$ cat src/design/ctvp_pkg.sv
// Shared types and constants of the constant-velocity track predictor.
package ctvp_pkg;

  // Object table
  localparam int MAX_OBJECTS = 16;
  localparam int OBJ_ID_W    = 4;
  localparam int OBJ_SLOTS   = 2 ** OBJ_ID_W;

  // Command queue between front and back
  localparam int QUEUE_DEPTH = 2;
  localparam int QPTR_W      = 1;
  localparam int QCNT_W      = 2;

  // Shared divider: two quotient bits per cycle over a 32-bit dividend
  localparam int DIV_CYCLES  = 16;
  localparam int DIV_CNT_W   = 4;

  // Item classes decided by the front
  localparam logic [1:0] CLS_SINGLE = 2'd0;
  localparam logic [1:0] CLS_EQUAL  = 2'd1;
  localparam logic [1:0] CLS_FIT    = 2'd2;

  // Result status codes
  localparam logic [1:0] ST_OK     = 2'd0;
  localparam logic [1:0] ST_SINGLE = 2'd1;
  localparam logic [1:0] ST_EQUAL  = 2'd2;
  localparam logic [1:0] ST_SAT    = 2'd3;

  // One classified item, as handed from front to back
  typedef struct packed {
    logic [OBJ_ID_W-1:0] obj;
    logic [1:0]          cls;
    logic [2:0][31:0]    q1;   // older point, per axis
    logic [2:0][31:0]    q2;   // newest point, per axis
    logic [31:0]         t1;
    logic [31:0]         t2;
  } cmd_t;

  // Queue status seen by both sides
  typedef struct packed {
    logic full;
    logic empty;
  } q_status_t;

endpackage

$ cat src/design/ctvp_front.sv
// Front end: accepts samples, applies the skip counter, keeps per-object points, classifies.
module ctvp_front (
  input  logic                          clk,
  input  logic                          rst_n,
  input  logic                          cfg_valid,
  input  logic [7:0]                    cfg_data,
  input  logic                          in_valid,
  output logic                          in_ready,
  input  logic [ctvp_pkg::OBJ_ID_W-1:0] in_object_id,
  input  logic signed [31:0]            in_pos_x,
  input  logic signed [31:0]            in_pos_y,
  input  logic signed [31:0]            in_pos_z,
  input  logic [31:0]                   in_time_stamp,
  input  ctvp_pkg::q_status_t           q_status,
  output logic                          push,
  output ctvp_pkg::cmd_t                push_cmd
);

  logic [7:0]  skip_count_r, skip_count_nxt;
  logic [7:0]  skip_cnt_r [ctvp_pkg::OBJ_SLOTS];
  logic [ctvp_pkg::OBJ_SLOTS-1:0] seen_r, seen_nxt;
  logic [2:0][31:0] newest_pos_r [ctvp_pkg::OBJ_SLOTS];
  logic [31:0] newest_time_r [ctvp_pkg::OBJ_SLOTS];

  logic        accept;
  logic        in_range;
  logic [7:0]  cnt_inc;
  logic        keep;
  logic        had_point;
  logic [31:0] old_time;

  assign in_ready = !q_status.full;
  assign accept   = in_valid && in_ready;
  assign in_range = ({1'b0, in_object_id} < (ctvp_pkg::OBJ_ID_W + 1)'(ctvp_pkg::MAX_OBJECTS));

  // Skip counter: keep the sample once the count reaches skip_count (0 acts as 1)
  assign cnt_inc   = skip_cnt_r[in_object_id] + 8'd1;
  assign keep      = in_range && !(cnt_inc < skip_count_r);
  assign had_point = seen_r[in_object_id];
  assign old_time  = newest_time_r[in_object_id];

  assign push = accept && keep;

  // Classify and build the command for the back end
  always_comb begin
    push_cmd       = '0;
    push_cmd.obj   = in_object_id;
    push_cmd.q1    = newest_pos_r[in_object_id];
    push_cmd.q2    = {in_pos_z, in_pos_y, in_pos_x};
    push_cmd.t2    = in_time_stamp;
    if (!had_point) begin
      push_cmd.cls = ctvp_pkg::CLS_SINGLE;
      push_cmd.t1  = in_time_stamp;
    end else if (old_time == in_time_stamp) begin
      push_cmd.cls = ctvp_pkg::CLS_EQUAL;
      push_cmd.t1  = old_time;
    end else begin
      push_cmd.cls = ctvp_pkg::CLS_FIT;
      push_cmd.t1  = old_time;
    end
  end

  // Configuration register
  always_comb begin
    skip_count_nxt = skip_count_r;
    if (cfg_valid) begin
      skip_count_nxt = cfg_data;
    end
  end

  // Point count: one bit per object, set by its first kept sample
  always_comb begin
    seen_nxt = seen_r;
    if (push) begin
      seen_nxt[in_object_id] = 1'b1;
    end
  end

  always_ff @(posedge clk) begin
    if (!rst_n) begin
      skip_count_r <= 8'd1;
      seen_r       <= '0;
    end else begin
      skip_count_r <= skip_count_nxt;
      seen_r       <= seen_nxt;
    end
  end

  // Per-object skip counters
  always_ff @(posedge clk) begin
    if (!rst_n) begin
      for (int i = 0; i < ctvp_pkg::OBJ_SLOTS; i++) begin
        skip_cnt_r[i] <= 8'd0;
      end
    end else if (accept && in_range) begin
      skip_cnt_r[in_object_id] <= keep ? 8'd0 : cnt_inc;
    end
  end

  // Newest point per object; used only once the object has a point
  always_ff @(posedge clk) begin
    if (push) begin
      newest_pos_r[in_object_id]  <= {in_pos_z, in_pos_y, in_pos_x};
      newest_time_r[in_object_id] <= in_time_stamp;
    end
  end

endmodule

$ cat config.mk
export PLATFORM = sky130hd
export DESIGN_NAME = ctvp_front
export DESIGN_NICKNAME = d
export VERILOG_FILES = /design/src/design/ctvp_pkg.sv /design/src/design/ctvp_front.sv
export SDC_FILE = /design/constraint.sdc
export NUM_CORES = 2
export LEC_CHECK = 0
export BUFFER_PORTS_ARGS = -buffer_cell sky130_fd_sc_hd__buf_4
export CAP_MARGIN = 0
export CORE_UTILIZATION = 35
export DETAILED_ROUTE_END_ITERATION = 8
export PLACE_DENSITY_LB_ADDON = 0.3
export SLEW_MARGIN = 20
export SYNTH_ARGS = -nofsm -noshare
export SYNTH_HDL_FRONTEND = slang
export SYNTH_SLANG_ARGS = --single-unit
$ cat constraint.sdc
create_clock -name clk -period 17.1 [get_ports clk]
set_clock_uncertainty 0.05 [all_clocks]
set_input_delay 1.71 -clock clk [delete_from_list [all_inputs] [get_ports clk]]
set_output_delay 1.71 -clock clk [all_outputs]
set_load 0.02 [all_outputs]
Word level (Yosys, flattened, before mapping)
Memory sizes are Yosys's and may differ from the RTL's.
Cells that the tools add are included.
W data, S select, Z words.
{"block": "op_classes", "addsub": 1, "n_mul": 0, "div_mod_pow": 0, "order_cmp": 3, "eq_ne": 1, "n_shift": 0, "n_mux": 17, "bitwise_logic": 1, "reduce_logical": 6}
{"operator": "$eq A32 B32 Y1", "count": 1}
{"operator": "$mux W32", "count": 1}
{"operator": "$mux W8", "count": 2}
{"operator": "$or A16 B16 Y16", "count": 1}
{"operator": "$mux W1", "count": 9}
{"operator": "$add A8 B1 Y8 const B", "count": 1}
{"operator": "$lt A8 B8 Y1", "count": 1}
{"operator": "$reduce_or A8 Y1", "count": 1}
{"operator": "$lt A4 B5 Y1 const B", "count": 1}
{"operator": "$bmux W1 S4", "count": 1}
{"operator": "$demux W1 S4", "count": 1}
{"operator": "$ge A4 B1 Y1 const B", "count": 1}
{"operator": "$mux W2", "count": 2}
{"operator": "$mux W4", "count": 1}
{"operator": "$logic_and A1 B1 Y1", "count": 3}
{"operator": "$logic_not A1 Y1", "count": 2}
{"block": "word_totals", "reg_bits": 24, "latchBits": 0, "mem_bits_rw": 2176, "rom_bits": 0, "inputBits": 146, "out_inout_bits": 264, "elab_cells": 34, "n_memories": 3}
{"memory": "newest_pos_r", "words": 16, "word_bits": 96, "rd": 1, "rd_ports_with_merged_regs": 0, "wr": 1, "line": "ctvp_front.sv:22", "text": "logic [2:0][31:0] newest_pos_r [ctvp_pkg::OBJ_SLOTS];"}
{"memory": "newest_time_r", "words": 16, "word_bits": 32, "rd": 1, "rd_ports_with_merged_regs": 0, "wr": 1, "line": "ctvp_front.sv:23", "text": "logic [31:0] newest_time_r [ctvp_pkg::OBJ_SLOTS];"}
{"memory": "skip_cnt_r", "words": 16, "word_bits": 8, "rd": 1, "rd_ports_with_merged_regs": 0, "wr": 16, "line": "ctvp_front.sv:20", "text": "logic [7:0] skip_cnt_r [ctvp_pkg::OBJ_SLOTS];"}

Depth between registers and ports, before layout
{"block": "depth", "ltp_word": 7, "ltp_mapped": 19, "depth_no_buf": 15}

Least setup slack after synthesis
OpenSTA, ideal clock, no wires.
{"block": "synth_timing", "path_type": "input -> register", "start": "in in_object_id[0] (netlist name)", "end": "mem newest_pos_r[8][0] (netlist name) (enable)", "setup_ps": 774, "arrival_time_ps": 13613, "t_required_ps": 16276, "path_slack_ps": 2663, "cell_stages": 13, "path_buffers": 3, "path_cell_list": "buf_2 > buf_2 > mux4_1 > mux4_2 > and4_1 > nand3_1 > xnor2_1 > ha_1 > nand4_1 > o31ai_1 > nand4_1 > clkbuf_1 > nor3_1"}
{"block": "synth_via", "elab_chain_cells": 7}
{"element": "start: declaration", "line": "ctvp_front.sv:9", "text": "input logic [ctvp_pkg::OBJ_ID_W-1:0] in_object_id,"}
{"element": "$mem_v2 Z16 W8"}
{"element": "$add A8 B1 Y8", "line": "ctvp_front.sv:37", "text": "assign cnt_inc = skip_cnt_r[in_object_id] + 8'd1;"}
{"element": "$lt A8 B8 Y1", "line": "ctvp_front.sv:38", "text": "assign keep = in_range && !(cnt_inc < skip_count_r);"}
{"element": "$logic_not A1 Y1", "line": "ctvp_front.sv:38"}
{"element": "$logic_and A1 B1 Y1", "line": "ctvp_front.sv:42", "text": "assign push = accept && keep;"}
{"element": "$mux W1", "line": "ctvp_front.sv:102", "text": "if (push) begin"}
{"element": "$mux W1 (not written as such)", "line": "ctvp_front.sv:103", "text": "newest_pos_r[in_object_id] <= {in_pos_z, in_pos_y, in_pos_x};"}
{"element": "end: declaration", "line": "ctvp_front.sv:22"}
Several ways; a longest one is shown, not always the timed one.

==> out/metrics.cfg <==
[timing]
max_slew.worst_pin.slew_ns=1.15
unrepaired_setup_endpoints_after_global_routing=no
timing.max_slew.rel_slack_pct=23.1
post-route-period-util_pct=54.9
setup-violations-final=0
timing.fmax_mhz=107
hold_viol_final=0
maxSlewViolCount=0
fin_worst_hold_slack_ns=0.417
final_period_minus_worst_setup_slack_ns=9.38
fin_setup_tns_ns=0
post-route-worst-setup-slack_ns=7.72

[route]
drt_pass1_iterations=5
avgRoutedWirePerCell_um=27.8
routed_wirelength_um=212000
detail_route.iter0.violations=3502
via_count=40400
drc=0
vias_per_cell=5.30
postRouteAntennaNets=0

[clock_network]
cts.clk_slew.worst_paths_ns=0.05
cts.repair.resized=0
numClockSinks=2200
clock_insertion_delay_worst_skew_ns=0.86
post-cts-setup-buffer-count=0
cts_hold_repair.buffers=0
ctsRootBufferMaster=sky130_fd_sc_hd__clkbuf_16
htree_levels=4
cts_buffers=228
cts_tree=yes
clock_tree.buffer_depth=3

[grt]
grt_start_max_net_pins=126
grt_usage_pct=16.9
gr_met2_demand_resource_pct=26.9
grt_use_met3_pct=3.11
global_routing_met1_resource_utilization_pct=24.0
wire_length_of_the_first_global_routing_pass_um=302000
grt_antenna_before_repair=7
grt_busiest_layer=met2
grt_pass1_vias=41400
grt.overflow.total=0

[place]
hpwl_um=108000
placed_area_sq_um=92200
port_buffers=408
finalWeightedCongestion=0.761
pre_cts_slack_ns=7.46

[setup_path]
worst_path_largest_cell_delay_ns=0.88
timing.critical_path.from_type=input port
critical_path_arrival_ns=7.62
worst_path_dominant_cell_family=buffers and inverters
timing.critical_path.cells=buf_8, buf_4, buf_4, buf_4, mux4_2, mux2_2, nand2_1, o21ai_0, xnor2_1, nand4_1, nor4_1, buf_4
critical_path_buf_inv_count=5
launching_instance_or_port_of_the_critical_path=in_object_id[0]
cp_max_delay_cell=sky130_fd_sc_hd__nor4_1
path_class=in -> out
sort_of_element_at_the_end_of_the_critical_path=output port
cp_data_required_time_ns=15.34
timing.rr.start=skip_cnt_r[13][3]
path_common_cell=sky130_fd_sc_hd__buf_4
timing.critical_path.fanout_max=67

[synth]
synth_area_sq_um=86300
synth.most_common_cell=sky130_fd_sc_hd__edfxtp_1
yosys_register_bits=2200
syn_nets=3979
synth_largest_type_area_fraction_pct=75.7
yosys.cell_types.count=61
syn-instance-count=3825
synth_enable_flop_cells=2176
synthTopCellsByCount=sky130_fd_sc_hd__edfxtp_1, sky130_fd_sc_hd__mux4_2, sky130_fd_sc_hd__nor2_1, sky130_fd_sc_hd__buf_4, sky130_fd_sc_hd__buf_2
yosysWarnings=0
synth_async_sr_flop_share_pct=0
yosysSeqAreaShare_pct=76.3
synthDominantAreaCellType=sky130_fd_sc_hd__edfxtp_1
synth.area.top_cells=sky130_fd_sc_hd__edfxtp_1, sky130_fd_sc_hd__mux4_2, sky130_fd_sc_hd__buf_4
ys_dominant_reg_cell=sky130_fd_sc_hd__edfxtp_1
post_synth.cell_area_avg_sq_um=22.6

[layout]
proportion_of_layout_cells_with_a_drive_suffix_above_1_pct=33.7
num-nets-final=4371
area_delta_synth_final_pct=15.4
stdcell_area_sq_um=99600
filler_cell_count=21300

[pwr]
power.total_mw=11.6
internal_power_mw=9.03
power.net_switching_mw=2.56
power_switching_share_pct=22.1
share_clk_of_total_power_pct=42.0
power_density_nw_per_um2=116
leakagePower_nw=31.7
vdd_ir_drop_max_v=0.000138
power_share_of_the_sequential_group_pct=51.6
power.combinational.fraction_pct=6.4

[floorplanning]
vertical_die_dimension_um=499
fp-row-count=181
core_ar_sq_um=244000
starting_density_pct=35.3
die_area_sq_um=249000
ios=410
floorplan.die.width_um=499

[worst_hold_path]
hold_path_class=reg -> reg
hold_path_startpoint=seen_r[1]

[status]
outcome=complete, no violations

[flow_run]
cap_violations=0

## worst paths after layout
check                                           end  slack (ns)  depth (start not counted)
worst min register to register            seen_r[1]        0.42                          1
worst max register to register  newest_pos_r[6][32]       11.00                         13
worst max-delay path                  push_cmd[256]        7.72                         12
worst min-delay path                      seen_r[1]        0.42                          1
## placed cells by master (no fill, tap or decap), types with 6 or more instances in the layout
master | Yosys | final
sky130_fd_sc_hd__nand2b_1 | 7 | 7
sky130_fd_sc_hd__o21ai_0 | 25 | 24
sky130_fd_sc_hd__xor2_1 | 9 | 9
sky130_fd_sc_hd__a22oi_1 | 18 | 18
sky130_fd_sc_hd__xnor2_1 | 35 | 35
sky130_fd_sc_hd__nand4_1 | 7 | 7
sky130_fd_sc_hd__a211oi_1 | 6 | 6
sky130_fd_sc_hd__nor3_1 | 22 | 6
sky130_fd_sc_hd__mux2i_1 | 78 | 78
sky130_fd_sc_hd__o22ai_1 | 11 | 11
sky130_fd_sc_hd__nor2b_1 | 20 | 20
sky130_fd_sc_hd__ha_1 | 8 | 8
sky130_fd_sc_hd__edfxtp_1 | 2176 | 2176
sky130_fd_sc_hd__dfxtp_1 | 24 | 24
sky130_fd_sc_hd__and2_1 | 6 | 6
sky130_fd_sc_hd__nor2_1 | 161 | 161
sky130_fd_sc_hd__buf_4 | 146 | 470
sky130_fd_sc_hd__buf_12 | 3 | 10
sky130_fd_sc_hd__inv_1 | 22 | 22
sky130_fd_sc_hd__clkinv_1 | 0 | 53
sky130_fd_sc_hd__mux4_1 | 13 | 13
sky130_fd_sc_hd__mux2_2 | 41 | 41
sky130_fd_sc_hd__a22o_1 | 9 | 9
sky130_fd_sc_hd__nor3_2 | 0 | 16
sky130_fd_sc_hd__a21oi_1 | 17 | 17
sky130_fd_sc_hd__clkinv_16 | 0 | 10
sky130_fd_sc_hd__nand2_1 | 86 | 86
sky130_fd_sc_hd__clkbuf_16 | 0 | 228
sky130_fd_sc_hd__clkinv_2 | 0 | 48
sky130_fd_sc_hd__o21a_1 | 12 | 12
sky130_fd_sc_hd__mux4_2 | 615 | 615
sky130_fd_sc_hd__bufinv_16 | 0 | 21
sky130_fd_sc_hd__nand3_1 | 13 | 13
sky130_fd_sc_hd__o211ai_1 | 6 | 6
sky130_fd_sc_hd__clkbuf_1 | 54 | 47
## routing by layer
metal  wire length [um]  part of all wire, %
met1              93400                   44
met3              12700                  6.0
met2             101000                   48
met4               4600                  2.2
met5                 13               0.0061
## power by group through the flow
stage                     sequential (mW)  clock (mW)  combinational [mW]
after floorplan                      6.11           0               0.444
after global placement               6.10           0               0.744
after detailed placement             6.10           0               0.750
after CTS                            5.98        4.99               0.752
after global routing                 5.99        5.18               0.789
final                                5.99        4.87               0.737
## registers in the layout (all words and copies together) (netlist names)
name / flops
seen_r: 16
newest_time_r: 512
newest_pos_r: 1536
skip_count_r: 8
skip_cnt_r: 128
## area by class of cell
| type | count | area, sq um | area share (%) |
|---|---|---|---|
| antenna | 4 | 10.0 | 0.0100 |
| tap | 3202 | 4010 | 4.02 |
| clock buffer | 275 | 5880 | 5.90 |
| inverter | 24 | 90.1 | 0.0904 |
| clock inverter | 147 | 1520 | 1.53 |
| multi-input combinational | 1278 | 18500 | 18.5 |
| timing repair buffer | 485 | 3820 | 3.83 |
| sequential | 2200 | 65800 | 66.1 |
## kinds of logic (layout without fill, tap and decap cells)
kind of cell / count (synthesis) / count (layout) / synth area share [%]
buffers and inverters: 347 / 931 / 2.42
multiplexers: 748 / 748 / 17.9
XOR/XNOR: 44 / 44 / 0.447
adder cells (fa/ha/maj): 8 / 8 / 0.116
AND/OR/NAND/NOR: 343 / 343 / 1.75
flip-flops: 2200 / 2200 / 76.3
AO/OA/AOI/OAI: 135 / 135 / 1.08
other: 0 / 4 / 0
## stage by stage
step / utilization [%] / cells
2_1_floorplan: - / 3825
3_3_place_gp: 37.8 / 7188
3_5_place_dp: 37.8 / 7188
4_1_cts: 40.8 / 7610
5_1_grt: 40.8 / 7612
6_report: 40.8 / 7615
(Power assumes the default switching activity.)
