### config.mk
export PLATFORM = sky130hd
export DESIGN_NAME = ctvp_queue
export DESIGN_NICKNAME = d
export VERILOG_FILES = /design/src/design/ctvp_pkg.sv /design/src/design/ctvp_queue.sv
export SDC_FILE = /design/constraint.sdc
export NUM_CORES = 1
export LEC_CHECK = 0
export BUFFER_PORTS_ARGS = -buffer_cell sky130_fd_sc_hd__buf_4
export CAP_MARGIN = 20
export CELL_PAD_IN_SITES_DETAIL_PLACEMENT = 0
export CELL_PAD_IN_SITES_GLOBAL_PLACEMENT = 1
export CORE_MARGIN = 2
export CORE_UTILIZATION = 45
export DETAILED_ROUTE_END_ITERATION = 12
export GPL_TIMING_DRIVEN = 0
export PLACE_DENSITY = 0.87
export SLEW_MARGIN = 10
export SYNTH_ARGS = -nofsm -noshare
export SYNTH_HDL_FRONTEND = slang
export SYNTH_SLANG_ARGS = --single-unit
export TNS_END_PERCENT = 5
### constraint.sdc
create_clock -name clk -period 13.4 [get_ports clk]
set_clock_uncertainty 0.05 [all_clocks]
set_input_delay 0.67 -clock clk [delete_from_list [all_inputs] [get_ports clk]]
set_output_delay 0.67 -clock clk [all_outputs]
set_load 0.02 [all_outputs]
### src/design/ctvp_pkg.sv
// Shared types and constants of the constant-velocity track predictor.
package ctvp_pkg;

  // Object table
  localparam int MAX_OBJECTS = 16;
  localparam int OBJ_ID_W    = 4;
  localparam int OBJ_SLOTS   = 2 ** OBJ_ID_W;

  // Command queue between front and back
  localparam int QUEUE_DEPTH = 2;
  localparam int QPTR_W      = 1;
  localparam int QCNT_W      = 2;

  // Shared divider: two quotient bits per cycle over a 32-bit dividend
  localparam int DIV_CYCLES  = 16;
  localparam int DIV_CNT_W   = 4;

  // Item classes decided by the front
  localparam logic [1:0] CLS_SINGLE = 2'd0;
  localparam logic [1:0] CLS_EQUAL  = 2'd1;
  localparam logic [1:0] CLS_FIT    = 2'd2;

  // Result status codes
  localparam logic [1:0] ST_OK     = 2'd0;
  localparam logic [1:0] ST_SINGLE = 2'd1;
  localparam logic [1:0] ST_EQUAL  = 2'd2;
  localparam logic [1:0] ST_SAT    = 2'd3;

  // One classified item, as handed from front to back
  typedef struct packed {
    logic [OBJ_ID_W-1:0] obj;
    logic [1:0]          cls;
    logic [2:0][31:0]    q1;   // older point, per axis
    logic [2:0][31:0]    q2;   // newest point, per axis
    logic [31:0]         t1;
    logic [31:0]         t2;
  } cmd_t;

  // Queue status seen by both sides
  typedef struct packed {
    logic full;
    logic empty;
  } q_status_t;

endpackage

### src/design/ctvp_queue.sv
// Two-entry command queue between the front and back ends.
module ctvp_queue (
  input  logic                clk,
  input  logic                rst_n,
  input  logic                push,
  input  ctvp_pkg::cmd_t      push_cmd,
  input  logic                pop,
  output ctvp_pkg::cmd_t      head,
  output ctvp_pkg::q_status_t status
);

  ctvp_pkg::cmd_t mem_r [ctvp_pkg::QUEUE_DEPTH];
  logic [ctvp_pkg::QPTR_W-1:0] wr_ptr_r, wr_ptr_nxt;
  logic [ctvp_pkg::QPTR_W-1:0] rd_ptr_r, rd_ptr_nxt;
  logic [ctvp_pkg::QCNT_W-1:0] count_r, count_nxt;
  logic do_push, do_pop;

  assign status.full  = (count_r == ctvp_pkg::QCNT_W'(ctvp_pkg::QUEUE_DEPTH));
  assign status.empty = (count_r == '0);
  assign head         = mem_r[rd_ptr_r];

  assign do_push = push && !status.full;
  assign do_pop  = pop && !status.empty;

  // Pointer and fill bookkeeping
  always_comb begin
    wr_ptr_nxt = wr_ptr_r;
    rd_ptr_nxt = rd_ptr_r;
    count_nxt  = count_r;
    if (do_push) begin
      wr_ptr_nxt = wr_ptr_r + 1'b1;
    end
    if (do_pop) begin
      rd_ptr_nxt = rd_ptr_r + 1'b1;
    end
    if (do_push && !do_pop) begin
      count_nxt = count_r + 1'b1;
    end else if (do_pop && !do_push) begin
      count_nxt = count_r - 1'b1;
    end
  end

  always_ff @(posedge clk) begin
    if (!rst_n) begin
      wr_ptr_r <= '0;
      rd_ptr_r <= '0;
      count_r  <= '0;
    end else begin
      wr_ptr_r <= wr_ptr_nxt;
      rd_ptr_r <= rd_ptr_nxt;
      count_r  <= count_nxt;
    end
  end

  always_ff @(posedge clk) begin
    if (do_push) begin
      mem_r[wr_ptr_r] <= push_cmd;
    end
  end

endmodule

=== Yosys cells after proc, flatten, opt, wreduce, memory -nomap -nowiden ===
Memories as Yosys holds them, arrays and structs flattened. A register that Yosys moved wholly into a read port is not among the register bits.
Index checks and enable logic that the tools add are counted.

* Muxes and demuxes: 6
* $add $sub $neg: 4
* Reductions and logical operators: 10
* Eq/ne operators: 1

{| class="wikitable"
|+ Operators with widths
! operator !! number
|-
| $logic_and A1 B1 Y1 || 4
|-
| $logic_not A1 Y1 || 4
|-
| $mux W1 || 4
|-
| $mux W2 || 2
|-
| $add A1 B1 Y1 const B || 2
|-
| $add A2 B1 Y2 const B || 1
|-
| $eq A2 B2 Y1 const B || 1
|-
| $logic_not A2 Y1 || 1
|-
| $reduce_bool A2 Y1 || 1
|-
| $sub A2 B1 Y2 const B || 1
|}

* Memory bits (writable): 524
* Bits in registers: 4
* Output and inout port bits: 264
* Logic and storage cells: 25
* Memories: 1
* Input port bits: 266

{| class="wikitable"
|+ Memories
! name !! words !! width !! rd ports !! clocked after memory_dff !! write ports !! RTL line !! source
|-
| mem_r || 2 || 262 || 1 || 1 || 1 || ctvp_queue.sv:12 || <nowiki>ctvp_pkg::cmd_t mem_r [ctvp_pkg::QUEUE_DEPTH];</nowiki>
|}

=== Longest topological paths before layout ===
Gate-level depths: netlist of run 1.

* Depth in word-level cells: 7
* Mapped depth: 7
* Gate-level depth less buffers: 7

=== Worst setup path before layout of run 1 ===
No wires, ideal clock.

* Path type: input to register
* Start: in push
* End: reg wr_ptr_r
* Arrival time: 11528 ps
* Slack: 1718 ps
* Library setup time: 104 ps
* Buffers on the path: 0
* Required time: 13246 ps
* Stages on the path: 3
* Path through: inv_1 > nor3_2 > o21a_1

* Longest elaborated chain between the ends: 1

{| class="wikitable"
|+ Ends and longest elaborated chain
! what !! RTL line !! source
|-
| start: declaration || ctvp_queue.sv:5 || <nowiki>input logic push,</nowiki>
|-
| $logic_and A1 B1 Y1 || ctvp_queue.sv:22 || <nowiki>assign do_push = push && !status.full;</nowiki>
|-
| end signal: assignment || ctvp_queue.sv:49 || <nowiki>wr_ptr_r <= wr_ptr_nxt;</nowiki>
|-
| end: declaration || ctvp_queue.sv:13 || <nowiki>logic [ctvp_pkg::QPTR_W-1:0] wr_ptr_r, wr_ptr_nxt;</nowiki>
|}

Every way passes these cells.
A chain may end at the register's enable or synchronous reset.

=== Worst setup path in the final report of run 1 ===
* Start: reg count_r[0] in the netlist's numbering
* End: mem mem_r[0][226] in the netlist's numbering, enable pin

* Longest elaborated chain between the ends: 5

{| class="wikitable"
|+ Ends and longest elaborated chain
! what !! RTL line !! source
|-
| start: declaration || ctvp_queue.sv:15 || <nowiki>logic [ctvp_pkg::QCNT_W-1:0] count_r, count_nxt;</nowiki>
|-
| start signal: assignment || ctvp_queue.sv:51 || <nowiki>count_r <= count_nxt;</nowiki>
|-
| $eq A2 B2 Y1 || ctvp_queue.sv:18 || <nowiki>assign status.full = (count_r == ctvp_pkg::QCNT_W'(ctvp_pkg::QUEUE_DEPTH));</nowiki>
|-
| $logic_not A1 Y1 || ctvp_queue.sv:22 ||
|-
| $logic_and A1 B1 Y1 || ctvp_queue.sv:22 ||
|-
| $mux W1 || ctvp_queue.sv:56 || <nowiki>if (do_push) begin</nowiki>
|-
| $mux W1 (not written as such) || ctvp_queue.sv:57 || <nowiki>mem_r[wr_ptr_r] <= push_cmd;</nowiki>
|-
| end: declaration || ctvp_queue.sv:12 ||
|}

Every way passes these cells.

==> impl_results.md, run 1 <==
* Status: finished, final reports clean
* Reg2reg end: mem_r[0][226]
* Post-synthesis cell count at 840
* Worst-Margin Slew at 618.1 ps
* Hold_sp: push_cmd[130]
* Postcts setup bufs at 0
* Net count, final at 1,715
* Reg2reg setup slack at 10,540 ps
* First-pass GRT wire length at 65,540 microns
* Post-CTS Hold Fix Bufs at 0
* # IOs at 530
* Register area share after synthesis at 79.69%
* Count of cell types in the netlist at 21
* Grt total ovfl at 0
* Overall Global Routing Usage at 18.96%
* Leak pwr at 10.30 nW
* Hold EP: mem_r[1][130]
* Clk sinks at 529
* #FFs+latches synth at 529
* Vias in the first global route at 10.87k
* Pwr dens at 196.7 nW/um^2
* Post_cts resized at 0
* Unrepaired setup endpoints after global routing: false
* Final Slew Violations at 0
* Global route hottest layer: met2
* Antenna violations before repair at 4
* Rel. slew slack at 58.66%
* Max Cap Viol at 0
* DR WL/cell at 21.47 microns
* Final Non-Filler Cells at 2,075
* Peak VDD IR at 0.1300 mV
* Max FO, Critical Path at 16
* Min Hold Slack at 228.9 ps
* Clk buf depth at 3
* Cell row count at 76
* Detail Route Antenna Nets at 0
* DIE HEIGHT at 214.1 microns
* Final Hold Fails at 0
* Syn. warnings at 0
* Effective utilization at floorplan at 45.83%
* Post-synthesis average cell area at 23.66 sq um
* TritonCTS clock tree: built
* DRC at 0
* Fraction of layout cells with a size suffix above 1 at 61.47%
* Footprint of the multi-input gates at 3764 sq um
* First DRT Iteration DRCs at 507
* Vias per cell at 4.877
* Crit share post-route at 21.31%
* Core ar. at 43,360 sq um
* Full die area at 45,860 sq um
* Routing usage on met2 at 34.46%
* Fin crit period at 2855 ps
* DP HPWL at 32,300 microns
* Syn Nets at 1,107
* Layout area overhead at 34.27%
* CP Data Required Time at 13,630 ps
* M3 GR Usage at 6.099%
* FMAX at 0.3502 GHz
* First-pass DRT Iterations at 4
* Worst skew pair latency at 570 ps
* Setup crit end kind: flip-flop
* Fillcell total at 3,133
* HP Class: input pin to flip-flop
* Crit Path Category: flip-flop to flip-flop
* Overall Power at 5.248 mW
* Worst path arrival time at 3080 ps
* Routed via count at 10.12k
* Area post-placement at 25,090 sq um
* FF+latch area at 15,840 sq um
* Worst hold path cell count at 1
* Fin util at 61.53%
* RR Startpoint: count_r[0]
* Port-buffer cells at 529
* Gp weighted congestion at 0.7951
* Die width at 214.1 microns
* Largest net degree at the start of global routing at 60
* Reg clk slew, reported paths at 60 ps
* # setup viols final at 0
* Clock root buffer: clkbuf_16
* Total CTS buffers at 53
* DP Cell Count at 1,978
* CP Launch Type: flip-flop
* Htree depth at 2
* R2R cell count at 10
* Syn Std Cell Area at 19,870 sq um
* Final wirelength at 44,550 microns
* Final Cell Area at 26,680 sq um
* Met1 usage at 20.33%
## layer usage
metal  part of all wire, %  routed length [microns]
met5                 0.029                       13
met4                   3.4                     1518
met3                   7.9                     3514
met2                    53                    23710
met1                    35                    15790
## worst max-delay path: stages, from the launching register on
cell	delay, ps
dfxtp_1	430
nand2b_1	180
inv_1	130
nor3_4	500
buf_8	230
buf_16	170
buf_16	170
buf_16	160
buf_8	180
buf_8	190
buf_8	160
## worst max path at each step
| stage | from | to | slack, ps | depth (start not counted) |
|---|---|---|---|---|
| 2_1_floorplan | push | wr_ptr_r | 1720 | 3 |
| 3_3_place_gp | push | wr_ptr_r | -4160 | 4 |
| 3_5_place_dp | push | mem_r[0][222] | 10330 | 10 |
| 4_1_cts | count_r[0] | mem_r[0][223] | 10460 | 10 |
| 5_1_grt | count_r[0] | mem_r[0][226] | 10340 | 10 |
| 6_report | count_r[0] | mem_r[0][226] | 10540 | 10 |
## sequential cells by signal, indices dropped and copies added (netlist names), named ones only
name,count
mem_r,524
count_r,2
rd_ptr_r,1
wr_ptr_r,1
## cells by family after synthesis
family	after synthesis	synth area share (%)
AOI/OAI and AO/OA	5	0.1637
xor gates and xnor gates	3	0.1322
adders and majority gates	1	0.06295
buffers and inverters	31	1.429
DFF	529	79.69
muxes	262	18.25
and+or+nand+nor	9	0.2771
## where the power goes
group	total, mW	internal [mW]	switching [mW]
sequential	2.13	2.08	0.0510
clock	1.36	0.779	0.580
combinational	1.76	0.857	0.907
## per-stage QoR
stage                     setup WS [ps]  setup TNS (ps)
after global placement            -4156        -1067250
after floorplan                    1718               0
final                             10540               0
after CTS                         10460               0
after global routing              10340               0
after detailed placement          10330               0
## synth_stat cells
cell	number	share of area, %
xor2_1	1	0.044
a21boi_1	1	0.038
nor3_2	1	0.050
xnor2_1	2	0.088
a21boi_0	1	0.038
ha_1	1	0.063
o21a_1	1	0.038
buf_2	8	0.20
edfxtp_1	524	79
o21ai_1	1	0.025
inv_1	2	0.038
and2_1	3	0.094
nor2_1	2	0.038
and3_1	1	0.032
nand2b_1	1	0.032
or3_1	1	0.032
o21ai_0	1	0.025
buf_6	21	1.2
mux2_2	82	4.6
mux2_4	180	14
dfxtp_1	5	0.50
## layout by cell type, fill, tap and decap left out, types with 3 or more instances in the layout
master | Yosys | final
diode_2 | 0 | 3
clkbuf_16 | 0 | 53
mux2_2 | 82 | 82
buf_6 | 21 | 22
clkinv_2 | 0 | 10
mux2_4 | 180 | 180
buf_2 | 8 | 8
buf_4 | 0 | 529
dfxtp_1 | 5 | 5
bufinv_16 | 0 | 3
buf_16 | 0 | 12
clkinv_1 | 0 | 15
and2_1 | 3 | 3
buf_8 | 0 | 11
edfxtp_1 | 524 | 524
clkbuf_1 | 0 | 11
## area by class of cell
cell class,instances,area share [%]
sequential,529,59.35
timing repair buffer,553,16.78
multi-input combinational,280,14.11
clock buffer,64,5.125
tap,585,2.743
buffer,29,1.036
clock inverter,30,0.8019
inverter,2,0.02814
antenna,3,0.02814
Power figures use the tool's default switching activity.
==> run 2, diff against run 1 <==
ABC_AREA = 1   (was not set)
clock period = 2.8 ns   (was 13.4 ns; I/O delays follow)
==> run 2 against run 1 <==
Against the previous run:
- largest power group unchanged
- synthesized cell count increased by 1.5%
- combinational power grew to 4.5 times the previous value
- total power rose to 4.7 times the previous value
- sequential share of layout area is 5.5 points lower
- critical endpoint is now mem_r[0][193]
- sequential power rose to 4.8 times the previous value
- non-clock buffer count increased by 261
- largest cell class unchanged
==> impl_results.md, run 2 <==
* Final Non-Filler Cells at 2,364
* Largest family of logic cells by synthesized area: multiplexers
* Grt total ovfl at 0
* Hold EP: mem_r[1][249]
* R2R cell count at 8
* DP Cell Count at 1,994
* Mux contribution to synthesized area at 18.24%
* Synth area leaders: edfxtp_1, mux2_4, mux2_2
* Overall Power at 24.89 mW
* WL met2 at 27,410 microns
* Worst hold path cell count at 2
* Postcts setup bufs at 0
* Unrepaired setup endpoints after global routing: true
* Adder-cell area share of the yosys netlist at 0.06294%
* Regs by FF count: mem_r x524, count_r x2
* Cell-internal power at 17.60 mW
* CP peak stage delay at 690 ps
* Asr flop ratio synth at 0%
* Worst path arrival time at 2930 ps
* Final Cell Area at 29,410 sq um
* Largest net degree at the start of global routing at 30
* Max FO, Critical Path at 28
* First DRT Iteration DRCs at 706
* Crit Path Category: flip-flop to flip-flop
* Layout area overhead at 47.94%
* Most used cell, CP: buf_16
* Final wirelength at 50,950 microns
* Yosys top cell by area: edfxtp_1
* Total CTS buffers at 54
* Setup TNS at 0 ps
* Most frequent cell after synthesis: edfxtp_1
* TritonCTS clock tree: built
* Sequential share of power at 41.4%
* Fraction of layout cells with a size suffix above 1 at 52.10%
* Fin crit period at 2718 ps
* P_sw at 7.288 mW
* Clk sinks at 529
* DIE HEIGHT at 214.2 microns
* Top layer in use: met4
* Final Hold Fails at 0
* Count of cell types in the netlist at 14
* Largest reg by FF count: mem_r
* Vias in the first global route at 12.64k
* Port-buffer cells at 529
* Syn. warnings at 0
* DRC at 0
* Slowest-stage cell, CP: nor2_4
* # setup viols final at 0
* Full die area at 45,870 sq um
* Rel. slew slack at 39.80%
* # IOs at 530
* Wire length on met1 at 18,430 microns
* CP Launch Type: flip-flop
* Vias per cell at 4.865
* HP Class: input pin to flip-flop
* Reg2reg setup slack at 80 ps
* First-pass DRT Iterations at 7
* Syn Std Cell Area at 19,880 sq um
* Peak VDD IR at 0.7231 mV
* Final Slew Violations at 0
* Switch share at 29.28%
* Fillcell total at 2,778
* Post-synthesis average cell area at 23.30 sq um
* First-pass GRT wire length at 75,380 microns
* Max Cap Viol at 0
* WL met3 at 3140 microns
* Overall Global Routing Usage at 21.68%
* Area post-placement at 25,070 sq um
* Cell row count at 77
* DP HPWL at 32,120 microns
* Net count, final at 1,990
* Detail Route Antenna Nets at 0
* FF+latch area at 15,840 sq um
* RR Startpoint: count_r[1]
* Register area share after synthesis at 79.66%
* Comb power frac at 31.7%
* Clock root buffer: clkbuf_16
* Routed via count at 11.50k
* Core ar. at 43,930 sq um
* Gp weighted congestion at 0.8245
* FMAX at 0.3679 GHz
* CP Data Required Time at 3010 ps
* Commonest cells in the netlist: edfxtp_1, mux2_4, mux2_2
* Effective utilization at floorplan at 45.25%
* Reg clk slew, reported paths at 60 ps
* Antenna violations before repair at 6
* Largest register FFs at 524
* Hold_sp: push_cmd[249]
* Number of synthesized flops with an enable pin at 524
* Synth Area in Compound Gates at 0.1007%
* Worst-Margin Slew at 900.9 ps
* DR WL/cell at 21.55 microns
* Post-synthesis cell count at 853
* Pwr dens at 846.2 nW/um^2
* Leak pwr at 11.45 nW
* Yosys top cell area share at 79.15%
* Setup crit end kind: flip-flop
* Post-Synth XOR/XNOR Area at 0%
* Die width at 214.2 microns
* Status: finished, final reports clean
* Syn Nets at 1,120
* Footprint of the multi-input gates at 3760 sq um
* Commonest non-fill, non-tap cells in the layout: buf_4, edfxtp_1, dlygate4sd3_1
* Primary FF master, synth: edfxtp_1
* Reg2reg end: mem_r[0][193]
* CP cell instances: inv_4, o21ai_4, nor2_4, buf_12, buf_16, buf_16, buf_16, buf_16
* Commonest non-fill, non-tap cell in the layout: buf_4
* Fin util at 66.94%
* Worst skew pair latency at 570 ps
* Crit share post-route at 97.07%
* Simple-gate share of the synthesized area at 0.3776%
* Clock share of power at 26.9%
* Htree depth at 2
* Clk buf depth at 3
* #FFs+latches synth at 529
## run 2: metal layers
layer / global-route usage (%) / vias up
met1: 24.25 / 5775
met2: 39.64 / 461
li1: - / 5146
met5: 0 / -
met3: 4.638 / 119
met4: 9.769 / 0
## run 2: timing repair
action,4_1_cts,5_1_grt
resized for setup,0,7
endpoints found under the hold margin,529,0
endpoints found under the setup margin,0,56
hold buffers,265,0
## run 2: power by group through the flow
stage	sequential (mW)	combinational [mW]	clock (mW)
2_1_floorplan	10.5	4.39	0
3_3_place_gp	10.6	7.07	0
3_5_place_dp	10.4	7.48	0
4_1_cts	10.3	7.82	6.79
5_1_grt	10.4	8.23	7.15
6_report	10.3	7.88	6.71
## run 2: critical path: cells and delay by family (launching register included)
family	cells	cell delay, ps
buf+inv	6	1180
flops	1	340
compound gates	1	80
simple gates	1	690
## run 2: how the worst max path moves through the flow
stage	startpoint	to	slack [ps]	cells after the start
5_1_grt	count_r[1]	mem_r[0][193]	-70	8
3_5_place_dp	count_r[1]	mem_r[0][192]	20	8
3_3_place_gp	count_r[1]	mem_r[0][222]	-4100	3
6_report	count_r[1]	mem_r[0][193]	80	8
4_1_cts	count_r[1]	mem_r[0][193]	20	8
2_1_floorplan	count_r[1]	mem_r[0][0]	-2020	3
## run 2: cells by family (layout without fill, tap and decap cells)
kind of cell,count (synthesis),after routing
simple gates,19,19
buf+inv,38,951
fa+ha+maj,1,1
flops,529,529
mux,262,262
other cells,0,6
compound gates,4,4
## run 2: layout make-up
cell class / instances / area share [%]
inverter: 9 / 0.1234
buffer: 29 / 0.9402
clock buffer: 71 / 5.029
multi-input combinational: 286 / 12.78
antenna: 6 / 0.05105
timing repair buffer: 814 / 24.14
clock inverter: 28 / 0.5488
tap: 592 / 2.519
sequential: 529 / 53.86
## run 2: through the flow
stage               worst slack (ps)  hold WS (ps)
floorplan                      -2016         188.9
global placement               -4099         274.9
detailed placement             20.68         277.4
CTS                            16.27         185.0
global route                  -69.51         205.5
finish                         82.01         234.1
==> run 3, diff against run 2 <==
CORE_UTILIZATION = 48   (was 45)
PLACE_DENSITY = 0.92   (was 0.87)
RECOVER_POWER = 50   (was not set)
clock period = 3.4 ns   (was 2.8 ns; I/O delays follow)
==> run 3 against run 2 <==
Against the previous run:
- the flow now finishes with violations (max-capacitance violations, max-slew violations)
- die area is 6.1% lower
- combinational power fell by 18%
- first-iteration DRC count is 12% lower
- wire length is 5.3% higher
- core utilization grew 3.8 points
- sequential power shrank 17%
- global-route usage up 2.8 points
- flip-flop and latch count is the same
- fmax shrank 7.0%
- worst setup slack better by 400 ps
- clock power fell by 17%
- critical endpoint is now mem_r[1][212]
- highest routed layer unchanged
==> impl_results.md, run 3 (synthesized netlist as in run 2, its figures left out) <==
* Status: complete, but fails checks
* Failing checks: max-capacitance violations, max-slew violations
* DRC at 0
* Place WS at 702.5 ps
* Peak VDD IR at 0.5365 mV
* Htree depth at 2
* Gp weighted congestion at 0.7831
* Max Cap Viol at 3
* Total CTS buffers at 53
* Commonest non-fill, non-tap cell in the layout: edfxtp_1
* Final Slew Violations at 81
* Core ar. at 40,830 sq um
* Full die area at 43,060 sq um
* Largest register FFs at 524
* Fin util at 70.75%
* First-pass DRT Iterations at 4
* DIE HEIGHT at 207.5 microns
* # setup viols final at 0
* Net count, final at 1,990
* DP HPWL at 32,540 microns
* Crit share post-route at 85.93%
* Largest reg by FF count: mem_r
* First-pass GRT wire length at 79,210 microns
* Port-buffer cells at 529
* Largest net degree at the start of global routing at 30
* Clock root buffer: clkbuf_16
* Max FO, Critical Path at 29
* Fraction of layout cells with a size suffix above 1 at 46.17%
* Reg clk slew, reported paths at 60 ps
* Rel. slew slack at -19.69%
* Cell row count at 74
* Vias in the first global route at 12.88k
* DP Cell Count at 1,935
* Worst-Margin Slew at 1795 ps
* TritonCTS clock tree: built
* CP Data Required Time at 3620 ps
* Die width at 207.5 microns
* Unrepaired setup endpoints after global routing: false
* HP Class: input pin to flip-flop
* Pwr dens at 710.7 nW/um^2
* Grt total ovfl at 0
* Vias per cell at 5.066
* Setup crit end kind: flip-flop
* Final Non-Filler Cells at 2,298
* Leak pwr at 11.03 nW
* Final Hold Fails at 0
* First DRT Iteration DRCs at 622
* Overall Global Routing Usage at 24.45%
* Worst path arrival time at 3140 ps
* Setup TNS at 0 ps
* DR WL/cell at 23.34 microns
* Worst skew pair latency at 580 ps
* Effective utilization at floorplan at 48.69%
* Routed via count at 11.64k
* Final critical-path setup slack at 478.3 ps
* # IOs at 530
* CP Launch Type: flip-flop
* FMAX at 0.3423 GHz
* Clk sinks at 529
* Layout area overhead at 45.33%
* Clk buf depth at 3
* Commonest non-fill, non-tap cells in the layout: edfxtp_1, dlygate4sd3_1, buf_4
* Fin crit period at 2922 ps
* Crit Path Category: flip-flop to flip-flop
* Final wirelength at 53,640 microns
* Post_cts resized at 0
* Antenna violations before repair at 3
* Detail Route Antenna Nets at 0
* Regs by FF count: mem_r x524, count_r x2
==> run 3: cell count changes in the layout (fill, tap and decap cells not counted), sizes merged, moves of 2 or more <==
cell,before,now
diode,6,3
clkbuf,71,333
buf,578,313
bufinv,1,3
clkinvlp,3,1
==> run 3: report_power, final <==
group	leakage, nW	total [mW]	switching (mW)	internal, mW
combinational	5.31	6.46	3.41	3.05
clock	0.791	5.57	2.40	3.16
sequential	4.93	8.50	0.259	8.24
total	11.0	20.5	6.07	14.5
==> run 3: final timing paths <==
check                              startpoint  cells after the start            end  slack [ps]
worst max-delay path               count_r[0]                      4  mem_r[1][212]         480
worst min-delay path            push_cmd[226]                      2  mem_r[0][226]         280
worst max register to register     count_r[0]                      4  mem_r[1][212]         480
worst min register to register       rd_ptr_r                      2      flip-flop         460
==> run 3: layout make-up <==
| cell class | count | area [sq um] |
|---|---|---|
| diodes | 3 | 7.507 |
| plain buffers | 29 | 276.5 |
| clock buffers | 67 | 1421 |
| clock inverters | 28 | 201.4 |
| fillers | 2393 | 11940 |
| inverters | 9 | 33.78 |
| multi-input cells | 286 | 3760 |
| flip-flops and latches | 529 | 15840 |
| well taps | 532 | 665.6 |
| repair buffers | 815 | 6688 |
==> run 3: what timing repair did <==
item / CTS / global route
endpoints found under the hold margin: 529 / 0
hold buffers: 265 / 0
setup buffers: 0 / 0
==> run 3: metrics by stage <==
stage	cell area, sq um	total power [mW]	hold slack (ps)
detailed placement	25020	14.77	307.5
CTS	29290	20.53	227.9
global route	28890	21.19	254.3
floorplan	19910	12.27	218.9
finish	28890	20.53	279.9
global placement	24540	14.57	304.8
==> run 3: metal layers <==
metal,wire length (microns),global-route usage [%],vias to the layer above
met2,29210,45.57,526
met1,18650,26.76,5826
met3,3508,5.522,127
met5,0,0,-
li1,-,-,5162
met4,2281,9.975,0
==> run 3: critical path, cell delays in order, from the launching register on <==
cell and delay (ps):
dfxtp_1 440, o21ai_4 120, nor2_4 320, clkbuf_1 1310
buf_12 320
